[config.mk]
export PLATFORM = sky130hd
export DESIGN_NAME = circular_first_free_slot_allocator
export DESIGN_NICKNAME = d
export VERILOG_FILES = /design/src/sv/ffsa_pkg.sv /design/src/sv/ffsa_ctrl.sv /design/src/sv/ffsa_dp.sv /design/src/sv/circular_first_free_slot_allocator.sv
export SDC_FILE = /design/constraint.sdc
export NUM_CORES = 2
export LEC_CHECK = 0
export BUFFER_PORTS_ARGS = -buffer_cell sky130_fd_sc_hd__buf_2
export CELL_PAD_IN_SITES_DETAIL_PLACEMENT = 1
export CELL_PAD_IN_SITES_GLOBAL_PLACEMENT = 1
export CORE_MARGIN = 2
export CORE_UTILIZATION = 30
export DETAILED_ROUTE_END_ITERATION = 16
export GPL_TIMING_DRIVEN = 0
export HOLD_SLACK_MARGIN = 0.03
export PLACE_DENSITY_LB_ADDON = 0.1
export SLEW_MARGIN = 20
export SYNTH_ARGS = -nofsm -noshare
export SYNTH_HDL_FRONTEND = slang
export SYNTH_HIERARCHICAL = 1
export SYNTH_SLANG_ARGS = --single-unit
[constraint.sdc]
create_clock -name clk -period 6.35 [get_ports clk]
set_input_delay 0 -clock clk [delete_from_list [all_inputs] [get_ports clk]]
set_output_delay 0 -clock clk [all_outputs]
set_load 0.01 [all_outputs]
[src/sv/ffsa_pkg.sv]
package ffsa_pkg;

  localparam int SLOT_W        = 11;
  localparam int MAX_SLOTS_DEF = 1024;
  localparam logic [SLOT_W-1:0] CNT_RESET = SLOT_W'(1024);

  localparam logic FUNC_ALLOC   = 1'b0;
  localparam logic FUNC_RELEASE = 1'b1;

  localparam logic STAT_GRANTED = 1'b0;
  localparam logic STAT_FULL    = 1'b1;

  typedef struct packed {
    logic              func;
    logic [SLOT_W-1:0] requested_slot;
  } ffsa_in_t;

  typedef struct packed {
    logic [SLOT_W-1:0] assigned_slot;
    logic              status;
  } ffsa_out_t;

  typedef struct packed {
    logic load;
    logic clr_step;
    logic issue;
    logic rel_rd;
    logic rel_write;
    logic set_write;
    logic grant;
    logic full;
  } ffsa_cmd_t;

  typedef struct packed {
    logic clr_done;
    logic hit;
    logic full;
    logic issue_done;
    logic rel_ok;
  } ffsa_sts_t;

endpackage

[src/sv/ffsa_ctrl.sv]
module ffsa_ctrl (
  input  logic                 clk,
  input  logic                 rst_n,
  input  logic                 start,
  input  logic                 func,
  input  ffsa_pkg::ffsa_sts_t  sts,
  output ffsa_pkg::ffsa_cmd_t  cmd,
  output logic                 busy
);
  import ffsa_pkg::*;

  typedef enum logic [2:0] {
    ST_CLEAR,
    ST_IDLE,
    ST_SCAN,
    ST_WRITE,
    ST_REL_RD,
    ST_REL_WR
  } state_t;

  state_t state_r;
  state_t state_nxt;

  always_comb begin
    state_nxt = state_r;
    unique case (state_r)
      ST_CLEAR: begin
        if (sts.clr_done) state_nxt = ST_IDLE;
      end
      ST_IDLE: begin
        if (start) state_nxt = (func == FUNC_ALLOC) ? ST_SCAN : ST_REL_RD;
      end
      ST_SCAN: begin
        if (sts.hit) state_nxt = ST_WRITE;
        else if (sts.full) state_nxt = ST_IDLE;
      end
      ST_WRITE:  state_nxt = ST_IDLE;
      ST_REL_RD: state_nxt = sts.rel_ok ? ST_REL_WR : ST_IDLE;
      ST_REL_WR: state_nxt = ST_IDLE;
      default:   state_nxt = ST_IDLE;
    endcase
  end

  always_comb begin
    cmd           = '0;
    cmd.load      = (state_r == ST_IDLE) && start;
    cmd.clr_step  = (state_r == ST_CLEAR);
    // Reads stop as soon as a free slot shows up, so the hit word stays put.
    cmd.issue     = (state_r == ST_SCAN) && !sts.hit && !sts.issue_done;
    cmd.full      = (state_r == ST_SCAN) && sts.full;
    cmd.set_write = (state_r == ST_WRITE);
    cmd.grant     = (state_r == ST_WRITE);
    cmd.rel_rd    = (state_r == ST_REL_RD) && sts.rel_ok;
    cmd.rel_write = (state_r == ST_REL_WR);
  end

  assign busy = (state_r != ST_IDLE);

  always_ff @(posedge clk) begin
    if (!rst_n) begin
      state_r <= ST_CLEAR;
    end else begin
      state_r <= state_nxt;
    end
  end

endmodule

[src/sv/ffsa_dp.sv]
module ffsa_dp #(
  parameter int MAX_SLOTS = ffsa_pkg::MAX_SLOTS_DEF
) (
  input  logic                         clk,
  input  logic                         rst_n,
  input  logic                         cfg_valid,
  input  logic [ffsa_pkg::SLOT_W-1:0]  cfg_data,
  input  ffsa_pkg::ffsa_in_t           in_data,
  input  ffsa_pkg::ffsa_cmd_t          cmd,
  output ffsa_pkg::ffsa_sts_t          sts,
  output logic                         out_valid,
  output ffsa_pkg::ffsa_out_t          out_data
);
  import ffsa_pkg::*;

  localparam int SW   = $clog2(MAX_SLOTS + 1);
  localparam int WL   = (SW > 5) ? 5 : SW - 1;
  localparam int WORD = 1 << WL;
  localparam int RW   = SW - WL;
  localparam int ROWS = (MAX_SLOTS >> WL) + 1;

  // Each memory row holds the occupied flags of WORD consecutive slots.
  logic [WORD-1:0] mem [ROWS];

  logic [SLOT_W-1:0] slot_count_r;
  logic [SW-1:0]     n_r;
  logic [SW-1:0]     start_r;
  logic [SW-1:0]     start_m1_r;
  logic              req_ok_r;
  logic              wrap_r;
  logic [RW-1:0]     row_r;
  logic              pass_r;
  logic              done_r;
  logic [RW-1:0]     clr_ptr_r;

  logic [WORD-1:0]   rd_data_r;
  logic              chk_v_r;
  logic [RW-1:0]     chk_row_r;
  logic              chk_pass_r;
  logic              chk_last_r;

  logic [RW-1:0]     win_row_r;
  logic [WORD-1:0]   win_word_r;
  logic [SW-1:0]     win_slot_r;

  logic              out_valid_r;
  ffsa_out_t         out_data_r;

  logic [SW-1:0]     n_c;
  logic              req_ok_c;
  logic [SW-1:0]     start_c;
  logic [RW-1:0]     end_row_c;
  logic              last_c;
  logic [RW-1:0]     rd_addr_c;
  logic [SW-1:0]     lo_c;
  logic [SW-1:0]     hi_c;
  logic [WORD-1:0]   mask_c;
  logic [WORD-1:0]   free_c;
  logic [WL-1:0]     hit_bit_c;
  logic              hit_c;
  logic              we_c;
  logic [RW-1:0]     wa_c;
  logic [WORD-1:0]   wd_c;

  // Active slot count, clamped to 1..MAX_SLOTS, and the search start slot.
  always_comb begin
    if (slot_count_r == '0) begin
      n_c = SW'(1);
    end else if (32'(slot_count_r) > MAX_SLOTS) begin
      n_c = SW'(MAX_SLOTS);
    end else begin
      n_c = SW'(slot_count_r);
    end
    req_ok_c = (in_data.requested_slot != '0) &&
               (32'(in_data.requested_slot) <= 32'(n_c));
    start_c  = req_ok_c ? SW'(in_data.requested_slot) : SW'(1);
  end

  // The first pass runs from the start slot to the top, the wrap pass from slot 1
  // up to just below the start slot.
  assign end_row_c = pass_r ? start_m1_r[SW-1:WL] : n_r[SW-1:WL];
  assign last_c    = (row_r == end_row_c) && (pass_r || !wrap_r);
  assign rd_addr_c = cmd.rel_rd ? start_r[SW-1:WL] : row_r;

  always_comb begin
    lo_c = chk_pass_r ? SW'(1) : start_r;
    hi_c = chk_pass_r ? start_m1_r : n_r;
    for (int b = 0; b < WORD; b++) begin
      mask_c[b] = ((chk_row_r != lo_c[SW-1:WL]) || (WL'(b) >= lo_c[WL-1:0])) &&
                  ((chk_row_r != hi_c[SW-1:WL]) || (WL'(b) <= hi_c[WL-1:0]));
    end
    free_c    = ~rd_data_r & mask_c;
    hit_bit_c = '0;
    for (int b = WORD - 1; b >= 0; b--) begin
      if (free_c[b]) hit_bit_c = WL'(b);
    end
    hit_c = chk_v_r && (free_c != '0);
  end

  always_comb begin
    we_c = 1'b0;
    wa_c = win_row_r;
    wd_c = win_word_r;
    if (cmd.clr_step) begin
      we_c = 1'b1;
      wa_c = clr_ptr_r;
      wd_c = '0;
    end else if (cmd.set_write) begin
      we_c = 1'b1;
    end else if (cmd.rel_write) begin
      we_c = 1'b1;
      wa_c = start_r[SW-1:WL];
      wd_c = rd_data_r & ~(WORD'(1) << start_r[WL-1:0]);
    end
  end

  always_ff @(posedge clk) begin
    if (we_c) mem[wa_c] <= wd_c;
    if (cmd.issue || cmd.rel_rd) rd_data_r <= mem[rd_addr_c];
  end

  always_ff @(posedge clk) begin
    if (!rst_n) begin
      slot_count_r <= CNT_RESET;
      clr_ptr_r    <= '0;
      chk_v_r      <= 1'b0;
      done_r       <= 1'b0;
      pass_r       <= 1'b0;
      out_valid_r  <= 1'b0;
    end else begin
      if (cfg_valid) slot_count_r <= cfg_data;
      if (cmd.clr_step) clr_ptr_r <= clr_ptr_r + RW'(1);
      chk_v_r     <= cmd.issue;
      out_valid_r <= cmd.grant || cmd.full;
      if (cmd.load) begin
        row_r  <= start_c[SW-1:WL];
        pass_r <= 1'b0;
        done_r <= 1'b0;
      end else if (cmd.issue) begin
        if (row_r == end_row_c) begin
          if (!pass_r && wrap_r) begin
            pass_r <= 1'b1;
            row_r  <= '0;
          end else begin
            done_r <= 1'b1;
          end
        end else begin
          row_r <= row_r + RW'(1);
        end
      end
    end
  end

  always_ff @(posedge clk) begin
    if (cmd.load) begin
      n_r        <= n_c;
      start_r    <= start_c;
      start_m1_r <= start_c - SW'(1);
      req_ok_r   <= req_ok_c;
      wrap_r     <= (start_c != SW'(1));
    end
    if (cmd.issue) begin
      chk_row_r  <= row_r;
      chk_pass_r <= pass_r;
      chk_last_r <= last_c;
    end
    if (hit_c) begin
      win_row_r  <= chk_row_r;
      win_word_r <= rd_data_r | (WORD'(1) << hit_bit_c);
      win_slot_r <= {chk_row_r, hit_bit_c};
    end
    if (cmd.grant) begin
      out_data_r.assigned_slot <= SLOT_W'(win_slot_r);
      out_data_r.status        <= STAT_GRANTED;
    end else if (cmd.full) begin
      out_data_r.assigned_slot <= '0;
      out_data_r.status        <= STAT_FULL;
    end
  end

  always_comb begin
    sts            = '0;
    sts.clr_done   = (clr_ptr_r == RW'(ROWS - 1));
    sts.hit        = hit_c;
    sts.full       = chk_v_r && chk_last_r && !hit_c;
    sts.issue_done = done_r;
    sts.rel_ok     = req_ok_r;
  end

  assign out_valid = out_valid_r;
  assign out_data  = out_data_r;

  a_grant_nonzero: assert property (@(posedge clk) disable iff (!rst_n)
    out_valid && (out_data.status == STAT_GRANTED) |-> out_data.assigned_slot != '0)
    else $error("granted slot is zero");

  a_full_zero: assert property (@(posedge clk) disable iff (!rst_n)
    out_valid && (out_data.status == STAT_FULL) |-> out_data.assigned_slot == '0)
    else $error("full result carries a slot");

  a_grant_in_range: assert property (@(posedge clk) disable iff (!rst_n)
    out_valid && (out_data.status == STAT_GRANTED) |->
      32'(out_data.assigned_slot) <= 32'(n_r))
    else $error("granted slot above active slot count");

endmodule

[src/sv/circular_first_free_slot_allocator.sv]
// Allocate: the search reads 32-slot memory rows (one a cycle), from 1 up to 34 rows at
// 1024 slots. A hit passes through a write state that sets the slot's flag and registers
// the grant; a full result is registered from the last check. The next request is taken
// at the end of the result's strobe cycle. Release: a read state, then a write state if
// in range; no result. After reset a clearing pass frees every slot; busy is high.
// Results last one cycle and cannot be held off; configuration writes are always taken.
module circular_first_free_slot_allocator #(
  parameter int MAX_SLOTS = ffsa_pkg::MAX_SLOTS_DEF
) (
  input  logic                         clk,
  input  logic                         rst_n,
  input  logic                         start,
  output logic                         busy,
  input  ffsa_pkg::ffsa_in_t           in_data,
  output logic                         out_valid,
  output ffsa_pkg::ffsa_out_t          out_data,
  input  logic                         cfg_valid,
  output logic                         cfg_ready,
  input  logic [ffsa_pkg::SLOT_W-1:0]  cfg_data
);
  import ffsa_pkg::*;

  ffsa_cmd_t cmd;
  ffsa_sts_t sts;

  assign cfg_ready = 1'b1;

  ffsa_ctrl u_ctrl (
    .clk   (clk),
    .rst_n (rst_n),
    .start (start),
    .func  (in_data.func),
    .sts   (sts),
    .cmd   (cmd),
    .busy  (busy)
  );

  ffsa_dp #(
    .MAX_SLOTS (MAX_SLOTS)
  ) u_dp (
    .clk       (clk),
    .rst_n     (rst_n),
    .cfg_valid (cfg_valid),
    .cfg_data  (cfg_data),
    .in_data   (in_data),
    .cmd       (cmd),
    .sts       (sts),
    .out_valid (out_valid),
    .out_data  (out_data)
  );

endmodule

# After elaboration in Yosys (flattened, before gate mapping)
# Memories as Yosys holds them, arrays and structs flattened. A register that Yosys moved wholly into a read port is not among the register bits.
# Index checks and enable logic that the tools add are counted.
[word_totals] ramBits=1056 in_bits=27 output_inout_bits=15 latchBits=0 reg_bits=134 rom_bits=0 wordCells=303 memories=1
[classes] bitwise=7 multipliers=0 magnitude_cmp=66 shifts=2 div_mod_pow=0 eq_ne=15 mux=63 n_reduce_logical=125 n_addsub=3
[mem_list] name="u_dp.mem" depth=33 word_bits=32 read_ports=1 rd_clocked_by_memory_dff=1 write_ports=1 line_no="ffsa_dp.sv:23" source="logic [WORD-1:0] mem [ROWS];"
[ops] operator="5-bit 2-to-1 mux" n=32
[ops] operator="32-bit 2-to-1 mux" n=3
[ops] operator="5-bit greater-or-equal comparator (first input constant)" n=16
[ops] operator="5-bit less-or-equal comparator (first input constant)" n=16
[ops] operator="1-bit logical OR" n=67
[ops] operator="32-bit bitwise AND" n=2
[ops] operator="32-bit NOT" n=2
[ops] operator="1-bit by 5-bit left shift with 32-bit output (first input constant)" n=2
[ops] operator="11-bit 2-to-1 mux" n=5
[ops] operator="6-bit 2-to-1 mux" n=9
[ops] operator="1-bit logical AND" n=43
[ops] operator="4-bit by 5-bit greater-or-equal comparator with 1-bit output (first input constant)" n=8
[ops] operator="4-bit by 5-bit less-or-equal comparator with 1-bit output (first input constant)" n=8
[ops] operator="32-bit bitwise OR" n=1
[ops] operator="32-bit nonzero test" n=1
[ops] operator="12-bit 2-to-1 mux" n=2
[ops] operator="3-bit by 5-bit greater-or-equal comparator with 1-bit output (first input constant)" n=4
[ops] operator="3-bit by 5-bit less-or-equal comparator with 1-bit output (first input constant)" n=4
[ops] operator="3-bit 2-to-1 mux" n=6
[ops] operator="6-bit by 1-bit adder with 6-bit output (second input constant)" n=2
[ops] operator="6-bit inequality test" n=2
[ops] operator="3-bit one-hot mux with 4 select lines" n=1
[ops] operator="3-bit AND reduction" n=4
[ops] operator="11-bit > comparator (second input constant)" n=1
[ops] operator="24 further kinds" n=40

# Depth between registers and ports, before layout
[depth] word_depth=39 ltp_mapped=20 ltp_nobuf=18

# Modules after synthesis
# Netlist, hierarchy kept.
[by_module_without_submodules] module="ffsa_dp" cells_each=2881 area_per_inst_um2=49636.4 n_inst=1 seq_area_each_um2=36204.7
[by_module_without_submodules] module="ffsa_ctrl" cells_each=26 area_per_inst_um2=219.0 n_inst=1 seq_area_each_um2=60.1
[by_module_without_submodules] module="circular_first_free_slot_allocator" cells_each=2 area_per_inst_um2=11.3 n_inst=1 seq_area_each_um2=0.0

# Worst setup path after synthesis
# OpenSTA, ideal clock, no wires.
[synth_timing] kind="reg2reg" start="register u_dp.chk_pass_r" end="register u_dp.rd_data_r[0], read port of u_dp.mem, enable pin" setup_ns=0.375 period_less_slack_ns=5.626 stages_incl_launch_ff=16 required_ns=5.975 arrival_ns=5.251 path_buffers=4 path_slack_ns=0.724 cell_sequence="edfxtp_1 -> buf_6 -> nand3b_1 -> o22a_1 -> a222oi_1 -> buf_4 -> buf_4 -> a221o_1 -> a21boi_0 -> nand4_1 -> nor3_1 -> nand4_1 -> and2_1 -> buf_4 -> nor4_1 -> or2_2"
[synth_lines] item="start: declaration" line_no="ffsa_dp.sv:39" source="logic chk_pass_r;"
[synth_lines] item="start signal: assignment" line_no="ffsa_dp.sv:164" source="chk_pass_r <= pass_r;"
[synth_lines] item="end: declaration" line_no="ffsa_dp.sv:36" source="logic [WORD-1:0] rd_data_r;"

==> results list <==
- The run finished with clean final reports.
* Largest incremental delay on the critical path: 0.84 ns
* Detail-routed via count per cell: 5.19
- The via count of the first global-routing pass was 30.1k.
- After detailed routing, the average wire length per cell comes to 29.6 um.
- The critical path goes through and4bb_1 > buf_2 > mux2i_2 > clkbuf_2 > clkdlybuf4s15_1 > clkdlybuf4s15_1 > mux4_2 > nand2_1 > nand3_1 > a31oi_1 > a21oi_1.
* Final-layout worst hold slack: 0.116 ns
- Setup violations remaining at the end of the flow were counted as 0.
- Total non-filler cell area in the finished layout: 60200 um^2
- The congestion estimate from routability-driven global placement came to 0.838.
- Standard cell with the maximum stage delay on the critical path: sky130_fd_sc_hd__clkdlybuf4s15_1
- The tightest min-delay check is of the input port to register type.
* Worst reg2reg endpoint: u_dp/rd_data_r[1]
- Measured along the x axis, the die boundary spans 412 um.
* Die Y-Extent: 412 um
- Post-layout total power: 16700 uW
- The number of hold violations in the final report came to 0.
* CTS H-Tree Depth: 4
- The routed design has 164 mm of wire.
* Final Slew Violations: 0
* Setup repair after global routing missed its margin: false
- TritonCTS clock tree: yes
- Remaining global-route overflow: 0
- Nature of the critical path startpoint: register
* Number of flops mapped to enable cells by yosys: 1191
- The worst register-to-register path has a setup slack of 0.34 ns.
- Critical Path RT: 6.84 ns
- The cell that appears most often on the critical path is sky130_fd_sc_hd__clkdlybuf4s15_1.
- Dominant cell type by area after synthesis: sky130_fd_sc_hd__edfxtp_1
- After the flow finishes, the layout carries non-filler instances totaling 5535.
- All-Layer GR Usage: 19.3%
- Layout cell share with drive strength beyond 1: 21.2%
- The core region is 165000 um^2.
- Dominant delay contributor by cell family on the critical path: buffers and inverters
- Port-buffer cells: 40
- For this run, asynchronously set or reset flops after synthesis account for 0%.
- Synth Cell Area: 49900 um^2
- After the last flow step, the layout net total stands at 3280.
* Synth Warn #: 6
- Number of antenna violations at the first check in global routing: 7
- At the pin with the least slew margin, the transition time is 1.14 ns.
* Residual antenna-violating net count after detailed routing: 0
* Max cap viols: 0
- IR analysis of the VDD net gives a maximum drop of 0.214 mV.
- Entering global routing, the biggest net connects 45 pins.
- Maximum net fanout on the critical path: 10
- Synthesis produced 2909 cells.
* Final HPWL from detailed placement: 118 mm
- Routed via count: 28.7k
- The number of placed instances, taps included, is 5224.
- The initialized floorplan defines 149 standard-cell rows.
* Drc violations: 0
* Worst Path Arrival: 6.50 ns
* Cells taking the most area after synthesis: sky130_fd_sc_hd__edfxtp_1 (72%), sky130_fd_sc_hd__mux4_2 (12%), sky130_fd_sc_hd__nand2_1 (2.8%), sky130_fd_sc_hd__dfxtp_1 (1.0%), sky130_fd_sc_hd__nor2_1 (0.99%)
- When the netlist entered floorplanning its net count stood at 2952.
* Hold Path Stages: 4
* Most used flip-flop cell after synthesis: sky130_fd_sc_hd__edfxtp_1
* First-pass GRT wire length: 231 mm
* Number of synthesized register bits: 1216
* IO Pins: 42
- The number of clock buffers added by TritonCTS is 139.
- In this run the tightest slew margin relative to its limit is 23.2%.
- Worst-case clock skew: 0.0266 ns
* Buffer type at the clock tree root: sky130_fd_sc_hd__clkbuf_16
* Growth of design area from synthesis to finish: 20.8%
* Pre-antenna DRT Iters: 5
- Synthesis instantiated 87 different standard cells from the library.
* Min Tclk post-route: 6.01 ns
- Source of the worst hold timing path: rst_n
- The startpoint identified for the worst register-to-register timing path is u_ctrl/state_r[2].
* Area of the die: 170000 um^2
- Crit Path Category: register to register
- TritonCTS Sinks: 1216
- Endpoint of the worst hold-timing path: u_ctrl/state_r[2]
- In this run the deepest clock path goes through 3 buffers.
* PD cells: 278 nW/um^2
- The analysis attributes to cell leakage a power of 0.0190 uW.
- Critical path capture point type: register
* Worst-skew pair later-pin latency: 0.78 ns
* Sequential area share after synthesis: 72.7%
* Worst path buffer plus inverter count: 4
- Timing would allow up to 166 MHz.
* Post-route clock period utilization: 94.6%
* Clock-pin transition on the worst setup and hold timing paths: 0.05 ns
- Mean area per synthesized cell: 17.1 um^2
- After the first detailed-routing iteration, the DRC count stood at 2445.
- For this configuration, the core starts out at a cell density of 30.2%.
* Post-Place Cell Area: 55300 um^2
* Proportion of netlist area held by the largest area contributor: 71.7%
- The number of cells on the worst reg-to-reg path is 11.
worst reg2reg max path, cell delays in order, from the launching register on:
cell	delay, ns
sky130_fd_sc_hd__dfxtp_1	0.44
sky130_fd_sc_hd__and4bb_1	0.29
sky130_fd_sc_hd__buf_2	0.39
sky130_fd_sc_hd__mux2i_2	0.73
sky130_fd_sc_hd__clkbuf_2	0.56
sky130_fd_sc_hd__clkdlybuf4s15_1	0.83
sky130_fd_sc_hd__clkdlybuf4s15_1	0.85
sky130_fd_sc_hd__mux4_2	0.61
sky130_fd_sc_hd__nand2_1	0.08
sky130_fd_sc_hd__nand3_1	0.31
sky130_fd_sc_hd__a31oi_1	0.48
sky130_fd_sc_hd__a21oi_1	0.15
sequential cells by signal, indices dropped and copies added, names as in the netlist, 6 cells and up:
register and flops:
u_dp/mem 1056, u_dp/rd_data_r 32, u_dp/win_word_r 32, u_dp/out_data 12
u_dp/n_r 11, u_dp/slot_count_r 11, u_dp/start_m1_r 11, u_dp/start_r 11
u_dp/chk_row_r 6, u_dp/clr_ptr_r 6, u_dp/row_r 6, u_dp/win_row_r 6
layout by cell type, fill, tap and decap left out, types with 52 or more instances in the layout:
cell type and n:
sky130_fd_sc_hd__clkbuf_16 142, sky130_fd_sc_hd__mux4_2 256, sky130_fd_sc_hd__nand3_1 95, sky130_fd_sc_hd__buf_2 54, sky130_fd_sc_hd__edfxtp_1 1191, sky130_fd_sc_hd__nor2_1 99
sky130_fd_sc_hd__dlygate4sd3_1 59, sky130_fd_sc_hd__clkbuf_1 136, sky130_fd_sc_hd__a21oi_1 66, sky130_fd_sc_hd__nand2_1 372, sky130_fd_sc_hd__a31oi_1 52
cell type report:
cell class	count	area, um^2
fill	16400	105000
clock inverter	65	594
multi-input combinational	1496	13500
antenna	3	7.51
tap	2189	2740
inverter	37	139
clock buffer	182	3700
buffer	161	696
sequential	1216	36300
timing repair buffer	186	2550
routing by layer:
| layer | global-route usage (%) | wire (um) |
|---|---|---|
| met3 | 2.77 | 7130 |
| met5 | 0 | 0 |
| met1 | 27.1 | 74200 |
| met2 | 30.2 | 75900 |
| met4 | 7.67 | 6420 |
power breakdown:
group	total [uW]	internal (uW)	switching [uW]
registers	8810	8780	23.0
clock network	7640	4410	3230
logic	279	112	167
worst max path at each step:
stage	from	endpoint	slack, ns	depth (start not counted)
floorplan	u_dp/chk_pass_r	u_dp/rd_data_r[0]	0.72	15
global placement	u_dp/chk_pass_r	u_dp/rd_data_r[20]	-2.12	14
detailed placement	u_ctrl/state_r[1]	u_dp/rd_data_r[1]	-0.27	11
CTS	u_ctrl/state_r[2]	u_dp/rd_data_r[1]	0.03	11
global route	u_dp/chk_pass_r	u_dp/rd_data_r[14]	0.07	16
finish	u_ctrl/state_r[2]	u_dp/rd_data_r[1]	0.34	11
timing repair:
| action | CTS | global route |
|---|---|---|
| hold buffers | 59 | 0 |
| setup endpoints to repair | 58 | 47 |
| gates cloned | 0 | 1 |
| endpoints found under the hold margin | 70 | 0 |
| buffers inserted | 0 | 0 |
| resized for setup | 2 | 5 |
Yosys cell counts, drive strengths merged (13+ instances only):
cell type and count:
edfxtp 1191, buf 59, ha 16, and2 33, a31oi 53, mux2i 34, nor3 19, nand4 13
nor2b 18, nand2 373, dfxtp 25, nor2 132, o211ai 38, a311oi 32, mux4 256, nand3 95
inv 36, and3 38, a21o 20, xnor2 16, clkbuf 102, o21ai 40, a21oi 98
per-stage QoR:
stage	TNS (ns)	setup WS (ns)	utilization, %
6_report	0	0.343	36.5
5_1_grt	0	0.0715	36.5
4_1_cts	0	0.0324	36.5
3_5_place_dp	-3.97	-0.268	33.5
3_3_place_gp	-601.84	-2.12	32.0
2_1_floorplan	0	0.724	-
cells by family (layout without fill, tap and decap cells):
family / after synthesis / count (layout) / synth area share (%)
AOI/OAI and AO/OA: 379 / 379 / 5.21
xor gates and xnor gates: 26 / 26 / 0.472
adders and majority gates: 16 / 16 / 0.401
buffers and inverters: 198 / 631 / 1.62
DFF: 1216 / 1216 / 72.7
muxes: 295 / 295 / 12.4
other: 1 / 4 / 0.00752
and+or+nand+nor: 778 / 779 / 7.18
No activity file was read; power rests on OpenSTA's default activity.
